File: config.mk
export PLATFORM = sky130hd
export DESIGN_NAME = response_envelope_deframer_unit
export DESIGN_NICKNAME = d
export VERILOG_FILES = /design/src/hdl/rdf_pkg.sv /design/src/hdl/rdf_in_stage.sv /design/src/hdl/rdf_parser.sv /design/src/hdl/rdf_out_stage.sv /design/src/hdl/response_envelope_deframer_unit.sv
export SDC_FILE = /design/constraint.sdc
export NUM_CORES = 1
export LEC_CHECK = 0
export ABC_CLOCK_PERIOD_IN_PS = 5800
export BUFFER_PORTS_ARGS = -buffer_cell sky130_fd_sc_hd__buf_2
export CAP_MARGIN = 40
export CORE_ASPECT_RATIO = 0.75
export CORE_UTILIZATION = 62
export CTS_CLUSTER_DIAMETER = 200
export CTS_CLUSTER_SIZE = 24
export DETAILED_ROUTE_END_ITERATION = 8
export GPL_TIMING_DRIVEN = 0
export PLACE_DENSITY_LB_ADDON = 0.08
export RECOVER_POWER = 100
export SKIP_LAST_GASP = 1
export SYNTH_ARGS = -nofsm -noshare
export SYNTH_HDL_FRONTEND = slang
export SYNTH_SLANG_ARGS = --single-unit
File: constraint.sdc
create_clock -name aclk -period 5.8 [get_ports aclk]
set_input_delay 0.58 -clock aclk [delete_from_list [all_inputs] [get_ports aclk]]
set_output_delay 0.58 -clock aclk [all_outputs]
set_load 0.1 [all_outputs]
File: src/hdl/rdf_pkg.sv
package rdf_pkg;

    localparam int unsigned FRAME_BYTES_MAX = 1048576;
    localparam int unsigned SIZE_W = $clog2(FRAME_BYTES_MAX + 1);

    localparam logic [31:0] SIZE_MIN = 32'd22;
    localparam logic [15:0] VERSION_OK = 16'd1;
    localparam logic [15:0] KIND_OK = 16'd4;
    localparam logic [15:0] TAG_REMOTE = 16'd25;
    localparam logic [31:0] REMOTE_PLEN = 32'd5;

    // body offsets of the fixed header fields
    localparam logic [SIZE_W-1:0] POS_VERSION = SIZE_W'(1);
    localparam logic [SIZE_W-1:0] POS_KIND = SIZE_W'(3);
    localparam logic [SIZE_W-1:0] POS_TAG = SIZE_W'(5);
    localparam logic [SIZE_W-1:0] POS_CORR = SIZE_W'(13);
    localparam logic [SIZE_W-1:0] POS_PLEN = SIZE_W'(17);
    localparam logic [SIZE_W-1:0] POS_HDR_END = SIZE_W'(18);
    localparam logic [SIZE_W-1:0] POS_CODE_FIRST = SIZE_W'(19);
    localparam logic [SIZE_W-1:0] POS_CODE_LAST = SIZE_W'(22);

    localparam logic [1:0] CLS_HEADER = 2'd0;
    localparam logic [1:0] CLS_PAYLOAD = 2'd1;
    localparam logic [1:0] CLS_PROOF = 2'd2;
    localparam logic [1:0] CLS_DISCARD = 2'd3;

    localparam logic [1:0] ST_OK = 2'd0;
    localparam logic [1:0] ST_LIMIT = 2'd1;
    localparam logic [1:0] ST_MALFORMED = 2'd2;
    localparam logic [1:0] ST_REMOTE = 2'd3;

    typedef struct packed {
        logic signed [31:0] remote_code;
        logic [15:0]        frame_tag;
        logic [1:0]         status;
        logic               frame_end;
        logic [7:0]         data_byte;
        logic [1:0]         byte_class;
    } result_t;

endpackage

File: src/hdl/rdf_in_stage.sv
module rdf_in_stage
    import rdf_pkg::*;
(
    input  logic       aclk,
    input  logic       aresetn,
    input  logic       s_tvalid,
    output logic       s_tready,
    input  logic [7:0] s_tdata,
    input  logic       take,
    output logic       valid,
    output logic [7:0] in_byte
);

    logic       valid_reg;
    logic       valid_next;
    logic [7:0] byte_reg;

    assign s_tready = !valid_reg || take;

    always_comb begin
        valid_next = valid_reg;
        if (s_tready) begin
            valid_next = s_tvalid;
        end
    end

    always_ff @(posedge aclk) begin
        if (!aresetn) begin
            valid_reg <= 1'b0;
        end else begin
            valid_reg <= valid_next;
        end
    end

    always_ff @(posedge aclk) begin
        if (s_tready && s_tvalid) begin
            byte_reg <= s_tdata;
        end
    end

    assign valid = valid_reg;
    assign in_byte = byte_reg;

endmodule

File: src/hdl/rdf_parser.sv
module rdf_parser
    import rdf_pkg::*;
(
    input  logic        aclk,
    input  logic        aresetn,
    input  logic        step_en,
    input  logic [7:0]  in_byte,
    input  logic        cfg_wr_en,
    input  logic [63:0] cfg_wr_data,
    output result_t     res
);

    localparam logic [1:0] PH_PREFIX = 2'd0;
    localparam logic [1:0] PH_BODY = 2'd1;
    localparam logic [1:0] PH_FAULT = 2'd2;

    logic [1:0]        phase_reg, phase_next;
    logic [SIZE_W-1:0] pos_reg, pos_next;
    logic [SIZE_W-1:0] size_reg, size_next;
    logic [63:0]       shift_reg, shift_next;
    logic [31:0]       plen_reg, plen_next;
    logic [15:0]       tag_reg, tag_next;
    logic              bad_reg, bad_next;
    logic [31:0]       code_reg, code_next;
    logic [63:0]       corr_reg;

    logic [63:0]       shifted;
    logic [31:0]       shifted32;
    logic [SIZE_W-1:0] room;
    logic [SIZE_W-1:0] plen_t;
    logic              plen_ok;
    logic [SIZE_W:0]   pos_x;
    logic [SIZE_W:0]   pay_lim;
    logic [SIZE_W:0]   proof_lim;

    assign shifted = {shift_reg[55:0], in_byte};
    assign shifted32 = {shift_reg[23:0], in_byte};
    assign room = size_reg - SIZE_W'(SIZE_MIN);
    assign plen_t = plen_reg[SIZE_W-1:0];
    assign plen_ok = plen_reg <= 32'(room);
    assign pos_x = {1'b0, pos_reg};
    assign pay_lim = {1'b0, plen_t} + (SIZE_W+1)'(POS_HDR_END);
    assign proof_lim = pay_lim + (SIZE_W+1)'(4);

    always_comb begin
        phase_next = phase_reg;
        pos_next = pos_reg;
        size_next = size_reg;
        shift_next = shift_reg;
        plen_next = plen_reg;
        tag_next = tag_reg;
        bad_next = bad_reg;
        code_next = code_reg;
        res = '0;
        if (step_en) begin
            case (phase_reg)
                PH_PREFIX: begin
                    res.byte_class = CLS_HEADER;
                    shift_next = {32'd0, shifted32};
                    pos_next = pos_reg + SIZE_W'(1);
                    if (pos_reg[1:0] == 2'd3) begin
                        pos_next = '0;
                        shift_next = '0;
                        if (shifted32 < SIZE_MIN || shifted32 > 32'(FRAME_BYTES_MAX)) begin
                            phase_next = PH_FAULT;
                            res.frame_end = 1'b1;
                            res.status = ST_LIMIT;
                        end else begin
                            size_next = shifted32[SIZE_W-1:0];
                            phase_next = PH_BODY;
                            bad_next = 1'b0;
                            tag_next = '0;
                            code_next = '0;
                            plen_next = '0;
                        end
                    end
                end
                PH_BODY: begin
                    if (pos_reg < POS_HDR_END) begin
                        res.byte_class = CLS_HEADER;
                        shift_next = shifted;
                        case (pos_reg)
                            POS_VERSION: begin
                                if (shifted[15:0] != VERSION_OK) begin
                                    bad_next = 1'b1;
                                end
                                shift_next = '0;
                            end
                            POS_KIND: begin
                                if (shifted[15:0] != KIND_OK) begin
                                    bad_next = 1'b1;
                                end
                                shift_next = '0;
                            end
                            POS_TAG: begin
                                tag_next = shifted[15:0];
                                shift_next = '0;
                            end
                            POS_CORR: begin
                                if (shifted != corr_reg) begin
                                    bad_next = 1'b1;
                                end
                                shift_next = '0;
                            end
                            POS_PLEN: begin
                                plen_next = shifted[31:0];
                                if (shifted[31:0] > 32'(room)) begin
                                    bad_next = 1'b1;
                                end
                                shift_next = '0;
                            end
                            default: begin
                            end
                        endcase
                    end else if (!plen_ok) begin
                        res.byte_class = CLS_DISCARD;
                    end else if (pos_x < pay_lim) begin
                        res.byte_class = CLS_PAYLOAD;
                        res.data_byte = in_byte;
                        if (pos_reg >= POS_CODE_FIRST && pos_reg <= POS_CODE_LAST) begin
                            code_next = {code_reg[23:0], in_byte};
                        end
                    end else if (pos_x < proof_lim) begin
                        res.byte_class = CLS_HEADER;
                        shift_next = {32'd0, shifted32};
                        if (pos_x == proof_lim - (SIZE_W+1)'(1)) begin
                            if (shifted32 != 32'(room - plen_t)) begin
                                bad_next = 1'b1;
                            end
                            shift_next = '0;
                        end
                    end else begin
                        res.byte_class = CLS_PROOF;
                        res.data_byte = in_byte;
                    end

                    if (pos_reg >= size_reg - SIZE_W'(1)) begin
                        res.frame_end = 1'b1;
                        res.frame_tag = tag_next;
                        if (bad_next) begin
                            res.status = ST_MALFORMED;
                        end else if (tag_next == TAG_REMOTE) begin
                            if (plen_next == REMOTE_PLEN && size_reg == SIZE_W'(27)
                                    && code_next[31]) begin
                                res.status = ST_REMOTE;
                                res.remote_code = code_next;
                            end else begin
                                res.status = ST_MALFORMED;
                            end
                        end
                        phase_next = PH_PREFIX;
                        pos_next = '0;
                        shift_next = '0;
                    end else begin
                        pos_next = pos_reg + SIZE_W'(1);
                    end
                end
                default: begin
                    res.byte_class = CLS_DISCARD;
                end
            endcase
        end
        if (cfg_wr_en && phase_reg == PH_FAULT) begin
            phase_next = PH_PREFIX;
            pos_next = '0;
            shift_next = '0;
        end
    end

    always_ff @(posedge aclk) begin
        if (!aresetn) begin
            phase_reg <= PH_PREFIX;
            pos_reg <= '0;
            size_reg <= '0;
            shift_reg <= '0;
            plen_reg <= '0;
            tag_reg <= '0;
            bad_reg <= 1'b0;
            code_reg <= '0;
            corr_reg <= '0;
        end else begin
            phase_reg <= phase_next;
            pos_reg <= pos_next;
            size_reg <= size_next;
            shift_reg <= shift_next;
            plen_reg <= plen_next;
            tag_reg <= tag_next;
            bad_reg <= bad_next;
            code_reg <= code_next;
            if (cfg_wr_en) begin
                corr_reg <= cfg_wr_data;
            end
        end
    end

`ifndef NO_ASSERTIONS
    a_fault_discards: assert property (@(posedge aclk) disable iff (!aresetn)
        step_en && phase_reg == PH_FAULT |-> res.byte_class == CLS_DISCARD && !res.frame_end)
        else $error("byte in fault phase not discarded");

    a_remote_negative: assert property (@(posedge aclk) disable iff (!aresetn)
        step_en && res.status == ST_REMOTE |-> res.remote_code[31] && res.frame_end)
        else $error("remote status without negative code");

    a_limit_to_fault: assert property (@(posedge aclk) disable iff (!aresetn)
        step_en && res.frame_end && res.status == ST_LIMIT && !cfg_wr_en
        |=> phase_reg == PH_FAULT)
        else $error("size error did not enter fault phase");

    a_end_restarts: assert property (@(posedge aclk) disable iff (!aresetn)
        step_en && phase_reg == PH_BODY && res.frame_end |=> phase_reg == PH_PREFIX
        && pos_reg == '0 && shift_reg == '0)
        else $error("frame end did not restart prefix");
`endif

endmodule

File: src/hdl/rdf_out_stage.sv
module rdf_out_stage
    import rdf_pkg::*;
(
    input  logic        aclk,
    input  logic        aresetn,
    input  logic        load,
    input  result_t     res,
    output logic        space,
    output logic        m_tvalid,
    input  logic        m_tready,
    output logic [63:0] m_tdata,
    output logic        m_tlast,
    output logic [1:0]  m_tuser
);

    logic    valid_reg;
    logic    valid_next;
    result_t res_reg;

    assign space = !valid_reg || m_tready;

    always_comb begin
        valid_next = valid_reg;
        if (load) begin
            valid_next = 1'b1;
        end else if (m_tready) begin
            valid_next = 1'b0;
        end
    end

    always_ff @(posedge aclk) begin
        if (!aresetn) begin
            valid_reg <= 1'b0;
        end else begin
            valid_reg <= valid_next;
        end
    end

    always_ff @(posedge aclk) begin
        if (load) begin
            res_reg <= res;
        end
    end

    assign m_tvalid = valid_reg;
    assign m_tdata = {6'd0, res_reg.remote_code, res_reg.frame_tag, res_reg.status,
                      res_reg.data_byte};
    assign m_tlast = res_reg.frame_end;
    assign m_tuser = res_reg.byte_class;

endmodule

File: src/hdl/response_envelope_deframer_unit.sv
// Response envelope deframer.
// s_tdata carries the received stream one byte per request. Every byte gives
// one result request on the m_ side: m_tuser is the byte class (header, payload,
// proof, discarded), m_tdata echoes payload and proof bytes and, on the last
// byte of a frame (m_tlast), the status, tag and remote error code.
// A size error ends the frame at once and discards the stream until the next
// write on cfg_wr_en/cfg_wr_data, which also sets the expected correlation.
// After the input accept the byte sits in the input register, then the parse
// logic feeds the result register, which drives m_tvalid. One byte per cycle
// is sustained while the receiver does not stall; the parse state is updated
// once per byte as it enters the result register.
// When the receiver stalls the result register holds and the input register
// fills; s_tready drops only when both are occupied.
// Reset (aresetn low, synchronous) empties both registers, clears the parse
// state and sets the expected correlation to zero.
module response_envelope_deframer_unit
    import rdf_pkg::*;
(
    input  logic        aclk,
    input  logic        aresetn,
    input  logic        s_tvalid,
    output logic        s_tready,
    input  logic [7:0]  s_tdata,   // in_byte
    output logic        m_tvalid,
    input  logic        m_tready,
    output logic [63:0] m_tdata,   // data_byte, status, frame_tag, remote_code, zero fill
    output logic        m_tlast,
    output logic [1:0]  m_tuser,   // byte_class
    input  logic        cfg_wr_en,
    input  logic [63:0] cfg_wr_data
);

    logic       in_valid;
    logic [7:0] in_byte;
    logic       space;
    logic       step;
    result_t    res;

    assign step = in_valid && space;

    rdf_in_stage u_in (
        .aclk     (aclk),
        .aresetn  (aresetn),
        .s_tvalid (s_tvalid),
        .s_tready (s_tready),
        .s_tdata  (s_tdata),
        .take     (step),
        .valid    (in_valid),
        .in_byte  (in_byte)
    );

    rdf_parser u_parser (
        .aclk        (aclk),
        .aresetn     (aresetn),
        .step_en     (step),
        .in_byte     (in_byte),
        .cfg_wr_en   (cfg_wr_en),
        .cfg_wr_data (cfg_wr_data),
        .res         (res)
    );

    rdf_out_stage u_out (
        .aclk     (aclk),
        .aresetn  (aresetn),
        .load     (step),
        .res      (res),
        .space    (space),
        .m_tvalid (m_tvalid),
        .m_tready (m_tready),
        .m_tdata  (m_tdata),
        .m_tlast  (m_tlast),
        .m_tuser  (m_tuser)
    );

endmodule
==> flow_summary.yaml, run 1 <==
run_status:
  status: "complete, but fails checks"
  violations: "max-capacitance violations, max-slew violations"
global_routing:
  globalRouteOverflowTotal: 0
  grt_max_degree: 38
  grt.total_usage_pct: 39.6
  antenna_found_initial: 1
  grt_pass1_vias: 17735
  grt_pass1_wl_mm: 104
placement:
  gp_congestion: 1.05
  hpwl_mm: 52.5
  portBuffers: 139
  dp.cells: 2930
clock_tree:
  clock_latency_ns: 0.54
  htree_levels: 1
  path_clk_slew_ns: 0.10
  cts_tree: "done"
  hold_buffers: 0
  cts_buffers: 17
  clock_sinks: 316
  clock_path_buffers: 3
  cts-root-buf: "clkbuf_16"
timing:
  finalWorstPathRequiredPeriod_ns: 5.63
  timing.final.crit_share_pct: 97.2
  setup_viol: 0
  hold_viol: 0
  maxSlewHeadroom_pct: -27.0
  fmax_mhz: 177
  tightest_slew_ns: 1.90
  tns_ns: 0
  maxSlewViolCount: 38
  skew_ns: 0.0426
finish:
  mostFrequentLayoutCells: "263 x nor2_1, 242 x dfxtp_1, 199 x clkbuf_1"
  layout_commonest_cell: "nor2_1"
  areaGrowthSynthToFinish_pct: 11.1
  largest_reg_flops: 64
  stdcell_count: 2968
  fin_nets: 2732
  drive_above_1_share_pct: 9.82
die:
  die_w_um: 212
  fp.dieH_um: 159
  initial_core_util_pct: 63.2
  coreArea_um2: 32400
  ios: 146
  fp-row-count: 57
  die_area_um2: 33800
logic_synthesis:
  yosysSeqAreaShare_pct: 34.2
  synthFlopType: "dfxtp_1"
  syn_avg_cell_area_um2: 8.78
  synth_seq_cells: 316
  synth_edf_count: 69
  yosysWarnings: 0
  ys_types: 106
  syn-instance-count: 2334
  netlist_area_um2: 20500
  synth-async-reset-ratio_pct: 0
routing:
  drtIter0Drc: 2711
  via_count: 19470
  first_pass_iters: 6
  routed_wl_mm: 68.5
  avgRoutedWirePerCell_um: 23.1
  drt.antenna.violating_nets: 0
  via_per_inst: 6.56
  drc: 0
critical_path:
  critical_path_class: "flip-flop to flip-flop"
  critPathArrivalTime_ns: 5.88
  critPathMaxFanout: 10
  startpoint_type: "flip-flop"
  worstPathRequired_ns: 6.05
  critPathCaptureType: "flip-flop"
worst_hold_path:
  hold_path_class: "input pin to flip-flop"
pwr:
  peakVddDrop_mv: 0.307
  powerDensity_nw_per_um2: 184
  power_leakage_nw: 8.65
flow_run:
  maxCapViolCount: 1
path summary, 6_finish.rpt:
| kind | startpoint | end | slack (ns) | cells after the start |
|---|---|---|---|---|
| worst max-delay path | u_parser.size_reg[1] | u_out.m_tdata[47] | 0.17 | 20 |
| worst max register to register | u_parser.size_reg[1] | u_out.m_tdata[47] | 0.17 | 20 |
| worst min-delay path | s_tdata[1] | u_in.in_byte[1] | 0.22 | 1 |
| worst min register to register | u_parser.shift_reg[53] | u_parser.shift_reg[53] | 0.48 | 2 |
stage by stage:
stage          setup WS [ns]  cell area (um2)  utilization (%)  power [W]  hold slack [ns]
6_report               0.165            22800             70.2    0.00418            0.224
5_1_grt              -0.0567            22800             70.2    0.00429            0.212
4_1_cts               0.0229            22500             69.4    0.00417            0.217
3_5_place_dp          -0.917            21900             67.4    0.00291            0.462
3_3_place_gp           -1.22            21800             67.1    0.00290            0.453
2_1_floorplan          0.696            20500                -    0.00276            0.444
routing by layer:
metal / track usage [%] / wire [um] / vias to the layer above
met1: 59.4 / 29300 / 9266
met2: 56.1 / 28000 / 1231
met4: 11.5 / 2110 / 0
met3: 9.17 / 9020 / 162
li1: - / - / 8811
met5: 0 / 0 / -
cells by family after synthesis:
group | count (synthesis) | share of synthesized area (%)
multiplexers | 120 | 5.88
buffers and inverters | 249 | 4.88
other | 1 | 0.0183
flip-flops | 316 | 34.2
adder cells (fa/ha/maj) | 137 | 8.40
AND/OR/NAND/NOR | 801 | 19.5
XOR/XNOR | 193 | 8.86
AO/OA/AOI/OAI | 517 | 18.3
report_power, final:
group | internal, W | switching [W]
Sequential | 0.00230 | 0.0000455
Clock | 0.000560 | 0.000748
Combinational | 0.000132 | 0.000399
Total | 0.00299 | 0.00119
cells in the mapped netlist, drive strengths merged (5+ instances only):
cell | instances | area (um2)
nor2 | 263 | 987
dfxtp | 247 | 4940
nand2 | 157 | 592
xnor2 | 147 | 1300
ha | 136 | 1700
clkbuf | 131 | 492
a21oi | 118 | 594
mux2i | 116 | 1160
inv | 86 | 323
a22oi | 82 | 621
edfxtp | 69 | 2070
nand3 | 69 | 350
o21ai | 56 | 280
nor4 | 52 | 344
nor3 | 50 | 260
nand4 | 47 | 294
a211oi | 44 | 340
xor2 | 38 | 333
o21a | 36 | 270
a21o | 32 | 240
a22o | 32 | 280
buf | 31 | 183
and3 | 27 | 169
nor2b | 24 | 150
nand2b | 19 | 119
and2 | 18 | 115
a31oi | 15 | 100
or4 | 15 | 120
o211ai | 13 | 108
or3 | 13 | 81.3
nand3b | 11 | 95.1
o2111ai | 11 | 103
a2111oi | 7 | 118
a211o | 7 | 61.3
xnor3 | 7 | 158
nor4b | 6 | 52.6
or3b | 6 | 52.6
a31o | 5 | 43.8
and4 | 5 | 43.8
o311ai | 5 | 43.8
or2 | 5 | 31.3
area by class of cell:
type                            instances  area [um2]
Inverter                               87         330
Fill cell                            2681        9680
Clock inverter                          1        20.0
Timing Repair Buffer                  166         842
Tap cell                              442         553
Multi-Input combinational cell       1774       12900
Antenna cell                            1        2.50
Sequential cell                       316        7030
Buffer                                156         662
Clock buffer                           25         455
critical path, cell delays in order (launching register included):
cell and delay [ns]:
dfxtp_2 0.41, ha_1 0.25, o21ai_1 0.20, nand2_1 0.12, or3_1 0.42, nor3_1 0.24
xor2_1 0.10, buf_4 0.16, ha_1 0.47, nand4_1 0.13, buf_4 0.18, nor4_4 0.38
nand2_1 0.11, nor3_1 0.17, o21ai_0 0.11, nand2_2 0.28, nor4bb_2 0.30, clkbuf_2 0.29
clkbuf_1 0.59, mux2i_1 0.34, a211oi_1 0.09
timing repair:
item / 4_1_cts / 5_1_grt
setup buffers: 7 / 10
pin swaps: 6 / 12
endpoints found under the hold margin: 0 / 0
setup endpoints to repair: 129 / 124
resized for setup: 25 / 51
Power figures use the tool's default switching activity.
==> inputs of run 2 (changes only) <==
--- a/config.mk
+++ b/config.mk
@@ -5,7 +5,8 @@
 export SDC_FILE = /design/constraint.sdc
 export NUM_CORES = 1
 export LEC_CHECK = 0
-export ABC_CLOCK_PERIOD_IN_PS = 5800
+export ABC_AREA = 1
+export ABC_CLOCK_PERIOD_IN_PS = 5200
 export BUFFER_PORTS_ARGS = -buffer_cell sky130_fd_sc_hd__buf_2
 export CAP_MARGIN = 40
 export CORE_ASPECT_RATIO = 0.75
==> constraint.sdc (replaced) <==
create_clock -name aclk -period 5.2 [get_ports aclk]
set_input_delay 0.52 -clock aclk [delete_from_list [all_inputs] [get_ports aclk]]
set_output_delay 0.52 -clock aclk [all_outputs]
set_load 0.1 [all_outputs]
==> run 2 against run 1 <==
- the run still ends with max-capacitance violations, max-slew violations left
- total power rose by 19%
- via count rose by 15%
- utilization fell by 0.52 points
- synthesized cell count rose by 32%
- fmax rose by 9.2%
- critical endpoint is now u_parser.shift_reg[43]
==> flow_summary.yaml, run 2 <==
run_status:
  status: "complete, but fails checks"
  violations: "max-capacitance violations, max-slew violations"
critical_path:
  critPathTopFamily: "simple AND/OR/NAND/NOR gates"
  max_stage_delay_ns: 0.57
  startpoint_type: "flip-flop"
  critPathCaptureType: "flip-flop"
  worstPathRequired_ns: 5.65
  path_cells: "inv_1 > ha_1 > nand2_1 > xor2_1 > ha_1 > nand4_1 > o221ai_1 > a21boi_0 > o21ai_0 > nand2_1 > nand2_1 > nand2_1 > nand2_1 > a21oi_4 > nand2_1 > inv_1 > nand3_1 > nand2_2 > buf_1 > a21oi_1 > nor3_1"
  critPathArrivalTime_ns: 5.61
  reg2reg_slack_ns: 0.04
  cp_common_cell: "nand2_1"
  critical_path_class: "flip-flop to flip-flop"
  worst_path_max_delay_cell: "dfxtp_1"
  r2r_end: "u_parser.shift_reg[43]"
  worst-r2r-cell-count: 21
  critPathMaxFanout: 10
  worst_r2r_startpoint: "u_parser.size_reg[0]"
  path_buf_inv: 3
finish:
  mostFrequentLayoutCells: "630 x nand2_1, 342 x nor2_1, 333 x inv_1"
  fin_nets: 3479
  drive_above_1_share_pct: 10.6
  final_util_pct: 69.6
  num_antenna_cells: 0
  layout_commonest_cell: "nand2_1"
  areaGrowthSynthToFinish_pct: 9.72
  largest_reg_flops: 64
  stdcell_area_um2: 23500
  nFillCells: 2938
timing:
  finalWorstPathRequiredPeriod_ns: 5.16
  skew_ns: 0.0458
  hold_viol: 0
  maxSlewViolCount: 34
  hold_slack_ns: 0.168
  tightest_slew_ns: 1.68
  maxSlewHeadroom_pct: -12.3
  rsz0062_at_grt: "true"
  setup_viol: 0
  fmax_mhz: 194
  timing.final.crit_share_pct: 99.2
clock_tree:
  hold_buffers: 0
  cts-root-buf: "clkbuf_16"
  path_clk_slew_ns: 0.12
  clock_latency_ns: 0.54
  cts_tree: "done"
  clock_sinks: 316
  htree_levels: 1
  cts_buffers: 17
  clock_path_buffers: 3
logic_synthesis:
  synth_compound_area_share_pct: 14.2
  synth_top_area_share_pct: 23.1
  synth_top_family_by_area: "simple AND/OR/NAND/NOR gates"
  synth_xor_xnor_area_share_pct: 5.37
  ys_types: 61
  synth-simple-area-share_pct: 30.6
  syn-instance-count: 3084
  synthFlopType: "dfxtp_1"
  synth_edf_count: 69
  synth-async-reset-ratio_pct: 0
  yosysTopAreaCell: "dfxtp_1"
  synthAdderAreaFrac_pct: 8.04
  yosys-top-cells-count: "635 x nand2_1, 353 x nor2_1, 334 x inv_1, 268 x a21oi_1, 247 x dfxtp_1"
  syn_avg_cell_area_um2: 6.94
  synth_seq_cells: 316
  yosysSeqAreaShare_pct: 32.8
  synth.top_cells.by_area: "dfxtp_1 23%, nand2_1 11%, edfxtp_1 9.7%"
  muxShareOfSynthArea_pct: 0
  yosysWarnings: 0
  yosysMostFrequentCell: "nand2_1"
  netlist_area_um2: 21400
pwr:
  combPwrFrac_pct: 15.7
  clkPwrFrac_pct: 29.8
  switchingPower_w: 0.00154
  pwr-share-seq_pct: 54.4
  internal_power_w: 0.00342
  p_total_w: 0.00497
  powerDensity_nw_per_um2: 211
  peakVddDrop_mv: 0.286
  netSwitchingFraction_pct: 31.1
  power_leakage_nw: 10.5
routing:
  first_pass_iters: 6
  via_count: 22337
  via_per_inst: 6.00
  drt.antenna.violating_nets: 0
  drtIter0Drc: 3275
  drc: 0
  avgRoutedWirePerCell_um: 20.4
  routed_wl_mm: 75.8
placement:
  portBuffers: 139
  hpwl_mm: 59.3
  gp_congestion: 1.05
  placed_area_um2: 22800
worst_hold_path:
  min_path_cells: 1
  hold_path_end: "u_in.in_byte[6]"
  hold_path_class: "input pin to flip-flop"
  min_from: "s_tdata[6]"
global_routing:
  globalRouteOverflowTotal: 0
  antenna_found_initial: 0
  grt_max_degree: 34
  grt_pass1_vias: 19568
  grt.total_usage_pct: 41.7
  grt_pass1_wl_mm: 113
die:
  die_w_um: 217
  fp-row-count: 58
  fp.dieH_um: 163
  coreArea_um2: 33700
  initial_core_util_pct: 63.5
  die_area_um2: 35300
  ios: 146
flow_run:
  maxCapViolCount: 1
==> run 2: changes by cell type after synthesis, sizes merged, moves of 38 or more <==
| cell | previous run | this run |
|---|---|---|
| nand3 | 69 | 122 |
| mux2i | 116 | 0 |
| nor2 | 263 | 406 |
| nand2 | 157 | 678 |
| xnor2 | 147 | 49 |
| a21oi | 118 | 269 |
| nand4 | 47 | 102 |
| a22oi | 82 | 0 |
| o21ai | 56 | 236 |
| xor2 | 38 | 77 |
| a211oi | 44 | 6 |
| inv | 86 | 346 |
==> run 2: power by group through the flow <==
stage	Combinational, W	Clock (W)	Sequential [W]
after global routing	0.000832	0.00154	0.00271
after global placement	0.000732	0	0.00275
final	0.000782	0.00148	0.00270
after CTS	0.000760	0.00147	0.00270
after detailed placement	0.000753	0	0.00275
after floorplan	0.000391	0	0.00287
==> run 2: cell families (layout without fill, tap and decap cells) <==
| group | count (synthesis) | count (layout) |
|---|---|---|
| compound gates | 571 | 571 |
| buf+inv | 485 | 666 |
| fa+ha+maj | 137 | 137 |
| other cells | 1 | 6 |
| simple gates | 1446 | 1446 |
| xor+xnor | 128 | 128 |
| flops | 316 | 316 |
==> run 2: worst max-delay path by stage <==
stage	startpoint	end	slack [ns]	cells after the start
after floorplan	u_parser.size_reg[1]	u_out.m_tdata[49]	1.18	27
after global placement	u_parser.size_reg[1]	u_out.m_tdata[56]	-0.76	27
after detailed placement	u_parser.size_reg[1]	u_out.m_tdata[56]	-0.79	23
after CTS	u_parser.plen_reg[8]	u_parser.shift_reg[13]	0.0006	27
after global routing	u_parser.size_reg[6]	u_parser.shift_reg[43]	-0.07	26
final	u_parser.size_reg[0]	u_parser.shift_reg[43]	0.04	21
==> run 2: timing repair <==
action	in CTS	in global routing
gates resized for setup	35	103
pin swaps	1	9
setup buffers	1	11
setup endpoints to repair	152	159
==> run 2: cell type report <==
cell class	count	area [um2]	area share, %
buffer	132	638	2.72
timing repair buffer	158	757	3.22
clock buffer	23	448	1.91
sequential	316	7030	29.9
multi-input combinational	2288	12700	54.1
tap	450	563	2.40
inverter	352	1320	5.63
clock inverter	1	20.0	0.0852
==> run 2: worst reg2reg max path: stages (launching register included) <==
cell	delay, ns
dfxtp_1	0.57
inv_1	0.21
ha_1	0.31
nand2_1	0.17
xor2_1	0.20
ha_1	0.30
nand4_1	0.31
o221ai_1	0.23
a21boi_0	0.49
o21ai_0	0.15
nand2_1	0.11
nand2_1	0.12
nand2_1	0.08
nand2_1	0.10
a21oi_4	0.31
nand2_1	0.24
inv_1	0.15
nand3_1	0.10
nand2_2	0.14
buf_1	0.50
a21oi_1	0.13
nor3_1	0.16
==> run 2: per-stage QoR <==
step	setup TNS, ns	std cells	worst slack [ns]
global placement	-80.22	3678	-0.763
floorplan	0	3089	1.18
detailed placement	-84.40	3683	-0.795
global route	-0.709	3720	-0.0725
finish	0	3720	0.0413
CTS	0	3708	0.000648
==> run 2: metal layers <==
metal  up-vias  global-route usage, %  share of wire, %
met5         -                      0                 0
met4         0                   8.19               2.1
met3       110                   16.0                15
met2      1398                   56.6                39
met1     10305                   61.7                44
li1      10524                      -                 -
